$ cat config.mk
export PLATFORM = sky130hd
export DESIGN_NAME = ipv4_header_generator
export DESIGN_NICKNAME = d
export VERILOG_FILES = /design/src/ipv4hg_pkg.sv /design/src/ipv4hg_req_stage.sv /design/src/ipv4hg_serializer.sv /design/src/ipv4_header_generator.sv
export SDC_FILE = /design/constraint.sdc
export NUM_CORES = 1
export LEC_CHECK = 0
export BUFFER_PORTS_ARGS = -buffer_cell sky130_fd_sc_hd__buf_2
export CAP_MARGIN = 25
export CORE_MARGIN = 2
export CORE_UTILIZATION = 60
export DETAILED_ROUTE_END_ITERATION = 12
export PLACE_DENSITY = 0.92
export REMOVE_ABC_BUFFERS = 1
export SLEW_MARGIN = 20
export SYNTH_ARGS = -nofsm -noshare
export SYNTH_HDL_FRONTEND = slang
export SYNTH_SLANG_ARGS = --single-unit
$ cat constraint.sdc
create_clock -name aclk -period 8.6 [get_ports aclk]
set_input_delay 0.43 -clock aclk [delete_from_list [all_inputs] [get_ports aclk]]
set_output_delay 0.43 -clock aclk [all_outputs]
set_load 0.05 [all_outputs]
$ cat src/ipv4hg_pkg.sv
// shared types and constants for the ipv4 header generator
package ipv4hg_pkg;

    localparam int unsigned HDR_WORDS   = 10;
    localparam int unsigned IDX_W       = $clog2(HDR_WORDS);
    localparam int unsigned PSUM_W      = 19;
    localparam int unsigned SUM_W       = 19;

    localparam logic [15:0] HDR_BYTES   = 16'd20;
    localparam logic [15:0] MAX_PAYLOAD = 16'd65515;
    localparam logic [7:0]  VER_IHL     = 8'h45;
    localparam logic [7:0]  TTL_VALUE   = 8'd64;

    localparam logic [IDX_W-1:0] W_VER_IHL  = IDX_W'(0);
    localparam logic [IDX_W-1:0] W_TOT_LEN  = IDX_W'(1);
    localparam logic [IDX_W-1:0] W_IDENT    = IDX_W'(2);
    localparam logic [IDX_W-1:0] W_FRAG     = IDX_W'(3);
    localparam logic [IDX_W-1:0] W_TTL_PROT = IDX_W'(4);
    localparam logic [IDX_W-1:0] W_CSUM     = IDX_W'(5);
    localparam logic [IDX_W-1:0] W_SRC_HI   = IDX_W'(6);
    localparam logic [IDX_W-1:0] W_SRC_LO   = IDX_W'(7);
    localparam logic [IDX_W-1:0] W_DST_HI   = IDX_W'(8);
    localparam logic [IDX_W-1:0] W_DST_LO   = IDX_W'(9);

    typedef struct packed {
        logic [15:0]       total_len;
        logic [15:0]       ident;
        logic [7:0]        proto;
        logic [31:0]       dst;
        logic [PSUM_W-1:0] psum;
    } hdr_req_t;

endpackage

$ cat src/ipv4hg_req_stage.sv
// request register: length clamp, identification stamp, partial checksum sum
module ipv4hg_req_stage
    import ipv4hg_pkg::*;
(
    input  logic        aclk,
    input  logic        aresetn,
    input  logic        s_valid,
    output logic        s_ready,
    input  logic [31:0] s_destination_address,
    input  logic [7:0]  s_protocol_number,
    input  logic [15:0] s_payload_length,
    output logic        req_valid,
    input  logic        req_take,
    output hdr_req_t    req
);

    logic        valid_reg;
    logic [15:0] ident_reg;
    hdr_req_t    req_reg;
    hdr_req_t    req_next;
    logic [15:0] plen;
    logic        accept;

    assign s_ready = !valid_reg || req_take;
    assign accept  = s_valid && s_ready;

    always_comb begin
        plen = (s_payload_length > MAX_PAYLOAD) ? MAX_PAYLOAD : s_payload_length;
        req_next.total_len = plen + HDR_BYTES;
        req_next.ident     = ident_reg;
        req_next.proto     = s_protocol_number;
        req_next.dst       = s_destination_address;
        req_next.psum      = PSUM_W'(req_next.total_len)
                           + PSUM_W'(ident_reg)
                           + PSUM_W'({TTL_VALUE, s_protocol_number})
                           + PSUM_W'(s_destination_address[31:16])
                           + PSUM_W'(s_destination_address[15:0])
                           + PSUM_W'({VER_IHL, 8'h00});
    end

    always_ff @(posedge aclk) begin
        if (!aresetn) begin
            valid_reg <= 1'b0;
            ident_reg <= 16'd0;
        end else begin
            if (accept) begin
                valid_reg <= 1'b1;
                ident_reg <= ident_reg + 16'd1;
            end else if (req_take) begin
                valid_reg <= 1'b0;
            end
        end
    end

    always_ff @(posedge aclk) begin
        if (accept) begin
            req_reg <= req_next;
        end
    end

    assign req_valid = valid_reg;
    assign req       = req_reg;

endmodule

$ cat src/ipv4hg_serializer.sv
// checksum finish and ten-word header output register
module ipv4hg_serializer
    import ipv4hg_pkg::*;
(
    input  logic        aclk,
    input  logic        aresetn,
    input  logic [31:0] source_address,
    input  logic        req_valid,
    output logic        req_take,
    input  hdr_req_t    req,
    output logic        m_valid,
    input  logic        m_ready,
    output logic [15:0] m_header_word,
    output logic        m_last_word
);

    logic             busy_reg;
    logic [IDX_W-1:0] idx_reg;
    logic [15:0]      total_len_reg;
    logic [15:0]      ident_reg;
    logic [7:0]       proto_reg;
    logic [15:0]      csum_reg;
    logic [31:0]      dst_reg;
    logic [SUM_W-1:0] full_sum;
    logic [16:0]      fold1;
    logic [15:0]      fold2;
    logic             last;
    logic             free;

    assign last     = (idx_reg == W_DST_LO);
    assign free     = !busy_reg || (m_ready && last);
    assign req_take = req_valid && free;

    always_comb begin
        full_sum = req.psum
                 + SUM_W'(source_address[31:16])
                 + SUM_W'(source_address[15:0]);
        fold1    = 17'(full_sum[15:0]) + 17'(full_sum[SUM_W-1:16]);
        fold2    = fold1[15:0] + 16'(fold1[16]);
    end

    always_ff @(posedge aclk) begin
        if (!aresetn) begin
            busy_reg <= 1'b0;
            idx_reg  <= W_VER_IHL;
        end else begin
            if (req_take) begin
                busy_reg <= 1'b1;
                idx_reg  <= W_VER_IHL;
            end else if (busy_reg && m_ready) begin
                if (last) begin
                    busy_reg <= 1'b0;
                    idx_reg  <= W_VER_IHL;
                end else begin
                    idx_reg <= idx_reg + IDX_W'(1);
                end
            end
        end
    end

    always_ff @(posedge aclk) begin
        if (req_take) begin
            total_len_reg <= req.total_len;
            ident_reg     <= req.ident;
            proto_reg     <= req.proto;
            dst_reg       <= req.dst;
            csum_reg      <= ~fold2;
        end
    end

    always_comb begin
        unique case (idx_reg)
            W_VER_IHL:  m_header_word = {VER_IHL, 8'h00};
            W_TOT_LEN:  m_header_word = total_len_reg;
            W_IDENT:    m_header_word = ident_reg;
            W_FRAG:     m_header_word = 16'h0000;
            W_TTL_PROT: m_header_word = {TTL_VALUE, proto_reg};
            W_CSUM:     m_header_word = csum_reg;
            W_SRC_HI:   m_header_word = source_address[31:16];
            W_SRC_LO:   m_header_word = source_address[15:0];
            W_DST_HI:   m_header_word = dst_reg[31:16];
            W_DST_LO:   m_header_word = dst_reg[15:0];
            default:    m_header_word = 16'h0000;
        endcase
    end

    assign m_valid     = busy_reg;
    assign m_last_word = last;

endmodule

$ cat src/ipv4_header_generator.sv
// top level: source address register, request stage and header serializer
//
//  channel  | ports                                   | dir | handshake
//  ---------+-----------------------------------------+-----+----------------
//  request  | s_destination_address, s_protocol_number,| in  | s_valid/s_ready
//           | s_payload_length                        |     |
//  header   | m_header_word, m_last_word              | out | m_valid/m_ready
//  config   | cfg_wr_data (source address)            | in  | cfg_wr_en
//
// each item gives ten header words, one per cycle while m_ready is high, so
// the item rate is set by the 16-bit output port. an accepted item passes
// through the request register and then the output register before its first
// word; the next item is held in the request register and moves to the output
// register in the cycle the last word leaves. synchronous active-low reset
// clears the identification counter, the source address and all valid state.
module ipv4_header_generator
    import ipv4hg_pkg::*;
(
    input  logic        aclk,
    input  logic        aresetn,
    input  logic        cfg_wr_en,
    input  logic [31:0] cfg_wr_data,
    input  logic        s_valid,
    output logic        s_ready,
    input  logic [31:0] s_destination_address,
    input  logic [7:0]  s_protocol_number,
    input  logic [15:0] s_payload_length,
    output logic        m_valid,
    input  logic        m_ready,
    output logic [15:0] m_header_word,
    output logic        m_last_word
);

    logic [31:0] src_addr_reg;
    logic        req_valid;
    logic        req_take;
    hdr_req_t    req;

    always_ff @(posedge aclk) begin
        if (!aresetn) begin
            src_addr_reg <= 32'd0;
        end else if (cfg_wr_en) begin
            src_addr_reg <= cfg_wr_data;
        end
    end

    ipv4hg_req_stage u_req_stage (
        .aclk                  (aclk),
        .aresetn               (aresetn),
        .s_valid               (s_valid),
        .s_ready               (s_ready),
        .s_destination_address (s_destination_address),
        .s_protocol_number     (s_protocol_number),
        .s_payload_length      (s_payload_length),
        .req_valid             (req_valid),
        .req_take              (req_take),
        .req                   (req)
    );

    ipv4hg_serializer u_serializer (
        .aclk           (aclk),
        .aresetn        (aresetn),
        .source_address (src_addr_reg),
        .req_valid      (req_valid),
        .req_take       (req_take),
        .req            (req),
        .m_valid        (m_valid),
        .m_ready        (m_ready),
        .m_header_word  (m_header_word),
        .m_last_word    (m_last_word)
    );

endmodule

# == Yosys cells after proc, flatten, opt, wreduce, memory -nomap -nowiden ==
# Cells that the tools add are included.
# word_totals
ff_bits,233
out_inout_bits,19
word_cells,60
# op_classes
mux,8
bitwise_logic,2
reduce_logical,14
magnitude_cmp,1
add_sub_neg,12
eq_ne,8
# ops
operator,n
$pmux W16 S9,1
$add A19 B16 Y19,4
$add A19 B15 Y19,1
$add A19 B15 Y19 const B,1
$add A16 B16 Y17,1
$add A16 B3 Y17,1
$add A16 B1 Y16,1
$add A16 B1 Y16 const B,1
$add A16 B5 Y16 const B,1
$eq A4 B3 Y1 const B,4
$gt A16 B16 Y1 const B,1
$mux W16,1
$not A16 Y16,1
$eq A4 B4 Y1 const B,2
$reduce_bool A2 Y1,3
$mux W1,5
$add A4 B1 Y4 const B,1
$eq A4 B1 Y1 const B,1
$eq A4 B2 Y1 const B,1
$logic_and A1 B1 Y1,4
$logic_not A4 Y1,1
$mux W4,1
$logic_not A1 Y1,2
$logic_or A1 B1 Y1,2
other kinds (3),3

# == Logic depth before layout (Yosys ltp) ==
# depth
word_depth,8
depth_mapped,29
depth_no_buf,29

# == Hierarchy ==
# A second synthesis with hierarchy kept.
# hier_totals
hier_cells,1002
area_unflattened_um2,12429.4
# modules_own_cells
mod,area_per_inst_um2,instances,cells_per_inst
ipv4hg_serializer,5596.6,1,481
ipv4hg_req_stage,5589.1,1,418
ipv4_header_generator,1243.7,1,103

# == Worst setup path after synthesis ==
# Ideal clock, no wire load.
# synth_path
path_type,reg-to-reg
from,register u_req_stage.req_reg (netlist bit u_req_stage.req[5])
to,register u_serializer.csum_reg[15] (data pin)
slack_ns,2.686
arrival_time_ns,5.651
required_time_ns,8.336
path_stages_with_launch,30
path_cell_list,edfxtp_1 fa_1 ha_1 buf_6 a211o_1 nor3_1 a21oi_1 a31o_1 o21ai_0 a211oi_1 o21a_1 o21a_1 o21ai_0 xnor2_1 ha_1 a21oi_1 nor2_1 and4_1 and2_1 nand2_1 nor2_1 and3_1 ha_1 and3_1 and2_1 nand2_1 or3_1 nor3b_2 o2111ai_2 xor2_1
# synth_via
elab_chain_len,5
# synth_lines
item,line,source
"start, declared",ipv4hg_req_stage.sv:19,hdr_req_t req_reg;
"start signal, assigned",ipv4hg_req_stage.sv:57,req_reg <= req_next;
$add A19 B16 Y19,ipv4hg_serializer.sv:36,+ SUM_W'(source_address[31:16])
$add A19 B16 Y19,ipv4hg_serializer.sv:37,+ SUM_W'(source_address[15:0]);
$add A16 B3 Y17,ipv4hg_serializer.sv:38,fold1 = 17'(full_sum[15:0]) + 17'(full_sum[SUM_W-1:16]);
$add A16 B1 Y16,ipv4hg_serializer.sv:39,fold2 = fold1[15:0] + 16'(fold1[16]);
$not A16 Y16,ipv4hg_serializer.sv:67,csum_reg <= ~fold2;
"end signal, assigned",ipv4hg_serializer.sv:67,
"end, declared",ipv4hg_serializer.sv:22,logic [15:0] csum_reg;
# Every way passes these cells.
# A chain may end at the register's enable or synchronous reset.

# == Final worst setup path ==
# Same ends and word-level chain as after synthesis.

==> impl_metrics.env <==
export IMPL_die_area_um2=21800
export IMPL_post_cts_resized=0
export IMPL_max_ffs_per_register=91
export IMPL_critical_path_n_buffers_inverters=0
export IMPL_grt_ovfl_total=0
export IMPL_report_power_total_mw=3.92
export IMPL_post_layout_nonfiller_instances=1405
export IMPL_htreeDepth=1
export IMPL_top_level_ports=112
export IMPL_first_pass_grt_wire_length_mm=48.7
export IMPL_critical_path_top_cell_by_count="sky130_fd_sc_hd__ha_1"
export IMPL_fmax_mhz=149
export IMPL_place_detailed_instances=1361
export IMPL_hold_path_cell_count=1
export IMPL_avgSynthCellArea_um2=12.5
export IMPL_pwr_density_cell_nw_per_um2=279
export IMPL_syn_area_um2=12400
export IMPL_initial_antenna_violation_count=0
export IMPL_yosysWarnings=0
export IMPL_reg2reg_from="u_req_stage.req[5]$_DFFE_PP_"
export IMPL_ff_to_ff_setup_slack_ns=1.89
export IMPL_grt_start_max_net_pins=82
export IMPL_multiInputGateArea_um2=5570
export IMPL_ys_async_sr_fraction=0
export IMPL_gp_routability_congestion=0.971
export IMPL_avgRoutedWirePerCell_um=22.5
export IMPL_core_area_um2=20200
export IMPL_synth_enable_flop_cells=179
export IMPL_antenna_violating_nets_post_route=0
export IMPL_cts_tree="done"
export IMPL_routed_via_count=8687
export IMPL_setup_tns_final_ns=0
export IMPL_vdd_ir_drop_max_mv=0.174
export IMPL_cts_buffers_inserted=24
export IMPL_dominant_combinational_cell_family_by_area_after_synthesis="adder cells"
export IMPL_cts_root_to_sink_buffers=3
export IMPL_leakagePower_nw=5.69
export IMPL_synth_top_flop_cell="sky130_fd_sc_hd__edfxtp_1"
export IMPL_routed_wl_mm=31.6
export IMPL_layout_overhead_on_the_synthesized_area_pct=13.8
export IMPL_vias_per_std_cell=6.18
export IMPL_cpPeakStageDelay_ns=0.46
export IMPL_die_width_um=147
export IMPL_timing_final_hold_violations=0
export IMPL_seq_area_frac_synth=0.523
export IMPL_cp_end_kind="flop"
export IMPL_antenna_diode_count=0
export IMPL_cts_num_sinks=233
export IMPL_final_min_period_over_clock_period=0.780
export IMPL_rsz_0062_raised_after_global_routing="false"
export IMPL_fill_cells=1286
export IMPL_outcome="complete, no violations"
export IMPL_timing_final_max_slew_violations=0
export IMPL_final_net_count=1321
export IMPL_post_synth_and_or_nand_nor_area_fraction=0.111
export IMPL_timing_final_setup_violations=0
export IMPL_synthXorXnorAreaFrac=0.0666
export IMPL_seqCellArea_um2=6460
export IMPL_initialDrtViolationCount=802
export IMPL_placementRows=52
export IMPL_synthMuxAreaShare=0.0311
export IMPL_min_path_type="input pin to flop"
export IMPL_post_cts_hold_buffer_count=0
export IMPL_vias_in_the_first_global_route=8724
export IMPL_post_synthesis_instance_total=992
export IMPL_clock_root_buffer="sky130_fd_sc_hd__clkbuf_16"
export IMPL_floorplan_die_height_um=147
export IMPL_clock_insertion_delay_worst_skew_ns=0.53
export IMPL_timing_rr_end="u_serializer.csum_reg[15]$_DFFE_PP_"
export IMPL_yosys_top_cells_count="179 x sky130_fd_sc_hd__edfxtp_1, 70 x sky130_fd_sc_hd__inv_1, 67 x sky130_fd_sc_hd__ha_1"
export IMPL_synth_top_cell_by_area="sky130_fd_sc_hd__edfxtp_1"
export IMPL_library_cell_with_the_highest_instance_count_after_synthesis="sky130_fd_sc_hd__edfxtp_1"
export IMPL_critical_path_slowest_cell="sky130_fd_sc_hd__ha_1"
export IMPL_cts_setup_buffers=0
export IMPL_timing_hold_worst_endpoint="u_req_stage.req[19]$_DFFE_PP_"
export IMPL_clkTransAtPathRegs_ns=0.06
export IMPL_path_class="flop to flop"
export IMPL_compound_gate_portion_of_the_synthesized_area=0.103
export IMPL_grt_total_usage=0.291
export IMPL_worst_hold_startpoint="s_destination_address[0]"
export IMPL_detail_route_drc_violations=0
export IMPL_worst_ep_required_time_ns=8.85
export IMPL_ys_ff_latch=233
export IMPL_timing_clock_skew_ns=0.0170
export IMPL_critical_path_top_delay_family="simple AND/OR/NAND/NOR gates"
export IMPL_slew_headroom=0.339
export IMPL_io_buffers=111
export IMPL_first_pass_iters=5
export IMPL_yosysTopAreaCellShare=0.435
export IMPL_period_needed_ns=6.71
export IMPL_worst_reg2reg_path_depth=28
export IMPL_final_layout_size_suffix_gt1_frac=0.168
export IMPL_cp_data_arrival_time_ns=6.97
export IMPL_dpl_wire_length_mm=21.8
export IMPL_synth_top_cells_by_area="sky130_fd_sc_hd__edfxtp_1 44%, sky130_fd_sc_hd__dfxtp_1 8.8%, sky130_fd_sc_hd__fa_1 7.0%"
export IMPL_starting_density=0.610
export IMPL_post_synth_fa_ha_maj_area_fraction=0.138
export IMPL_setup_worst_path_start_class="flop"
export IMPL_crit_fanout=9
export IMPL_cap_violations=0
export IMPL_ys_types=75
export IMPL_tightest_slew_ns=0.991
==> logic make-up (layout without fill, tap and decap cells) <==
family,Yosys count,count (layout)
AOI/OAI and AO/OA,178,178
xor gates and xnor gates,91,91
adders and majority gates,110,110
DFF,233,233
and+or+nand+nor,251,251
buffers and inverters,92,235
muxes,37,37
==> layer usage <==
metal	part of all wire	up-vias	wire length [um]	track usage
li1	-	3869	-	-
met1	0.38	4209	11900	0.389
met2	0.49	537	15500	0.497
met3	0.10	72	3260	0.0429
met4	0.028	0	891	0.0913
met5	0	-	0	0
==> where the power goes <==
group	total, mW	internal, mW	switching (mW)
Sequential	1.46	1.39	0.0658
Clock	1.04	0.603	0.439
Combinational	1.42	0.565	0.860
Total	3.92	2.56	1.36
==> stage by stage <==
stage	worst slack, ns	hold slack [ns]	instance area (um^2)	utilization
detailed placement	1.96	0.405	13300	0.655
global placement	2.14	0.400	13300	0.655
floorplan	2.37	0.400	12300	-
global route	1.45	0.0974	14100	0.695
finish	1.89	0.0959	14100	0.695
CTS	1.94	0.0934	14000	0.694
==> how the worst max path moves through the flow <==
stage                                    startpoint                              endpoint  slack [ns]  depth (start not counted)
6_report               u_req_stage.req[5]$_DFFE_PP_   u_serializer.csum_reg[15]$_DFFE_PP_        1.89                         28
3_5_place_dp           u_req_stage.req[5]$_DFFE_PP_   u_serializer.csum_reg[15]$_DFFE_PP_        1.96                         28
3_3_place_gp                    s_payload_length[6]         u_req_stage.req[17]$_DFFE_PP_        2.14                         28
5_1_grt                u_req_stage.req[5]$_DFFE_PP_   u_serializer.csum_reg[15]$_DFFE_PP_        1.45                         28
2_1_floorplan  u_serializer.idx_reg[1]$_SDFFE_PP0P_  u_serializer.idx_reg[0]$_SDFFE_PP0P_        2.37                          6
4_1_cts                u_req_stage.req[5]$_DFFE_PP_   u_serializer.csum_reg[15]$_DFFE_PP_        1.94                         28
==> placed cells by master (no fill, tap or decap), types with 6 or more instances in the layout <==
cell type                   count
sky130_fd_sc_hd__and3_1         7
sky130_fd_sc_hd__nor2_1        45
sky130_fd_sc_hd__nor2b_1       41
sky130_fd_sc_hd__o21ai_0       23
sky130_fd_sc_hd__nand2b_1       9
sky130_fd_sc_hd__a211oi_1       6
sky130_fd_sc_hd__and2_1        21
sky130_fd_sc_hd__buf_4         10
sky130_fd_sc_hd__inv_1         70
sky130_fd_sc_hd__nand2_1       31
sky130_fd_sc_hd__xor2_1        28
sky130_fd_sc_hd__buf_2        111
sky130_fd_sc_hd__nor3_1        11
sky130_fd_sc_hd__a21o_1        12
sky130_fd_sc_hd__a21oi_1       33
sky130_fd_sc_hd__xnor2_1       61
sky130_fd_sc_hd__clkbuf_16     25
sky130_fd_sc_hd__a31oi_1        7
sky130_fd_sc_hd__mux2i_1       35
sky130_fd_sc_hd__edfxtp_1     179
sky130_fd_sc_hd__a22oi_1       41
sky130_fd_sc_hd__or3_1         10
sky130_fd_sc_hd__o21a_1         7
sky130_fd_sc_hd__fa_1          43
sky130_fd_sc_hd__dfxtp_1       54
sky130_fd_sc_hd__or2_2          8
sky130_fd_sc_hd__nand3_1       29
sky130_fd_sc_hd__clkbuf_1       6
sky130_fd_sc_hd__nand4_1       17
sky130_fd_sc_hd__ha_1          67
==> final cells by class <==
type                            instances  area share
Clock buffer                           32      0.0471
Tap cell                              270      0.0240
Sequential cell                       233       0.459
Timing Repair Buffer                  122      0.0468
Inverter                               70      0.0187
Multi-Input combinational cell        667       0.396
Clock inverter                         11     0.00810
==> worst reg2reg max path, delay by kind of cell (launching register included) <==
kind	cells	cell delay (ns)
and+or+nand+nor	12	2.31
xor gates and xnor gates	2	0.29
adders and majority gates	4	1.44
AOI/OAI and AO/OA	10	2.01
DFF	1	0.40
Power figures use the tool's default switching activity.
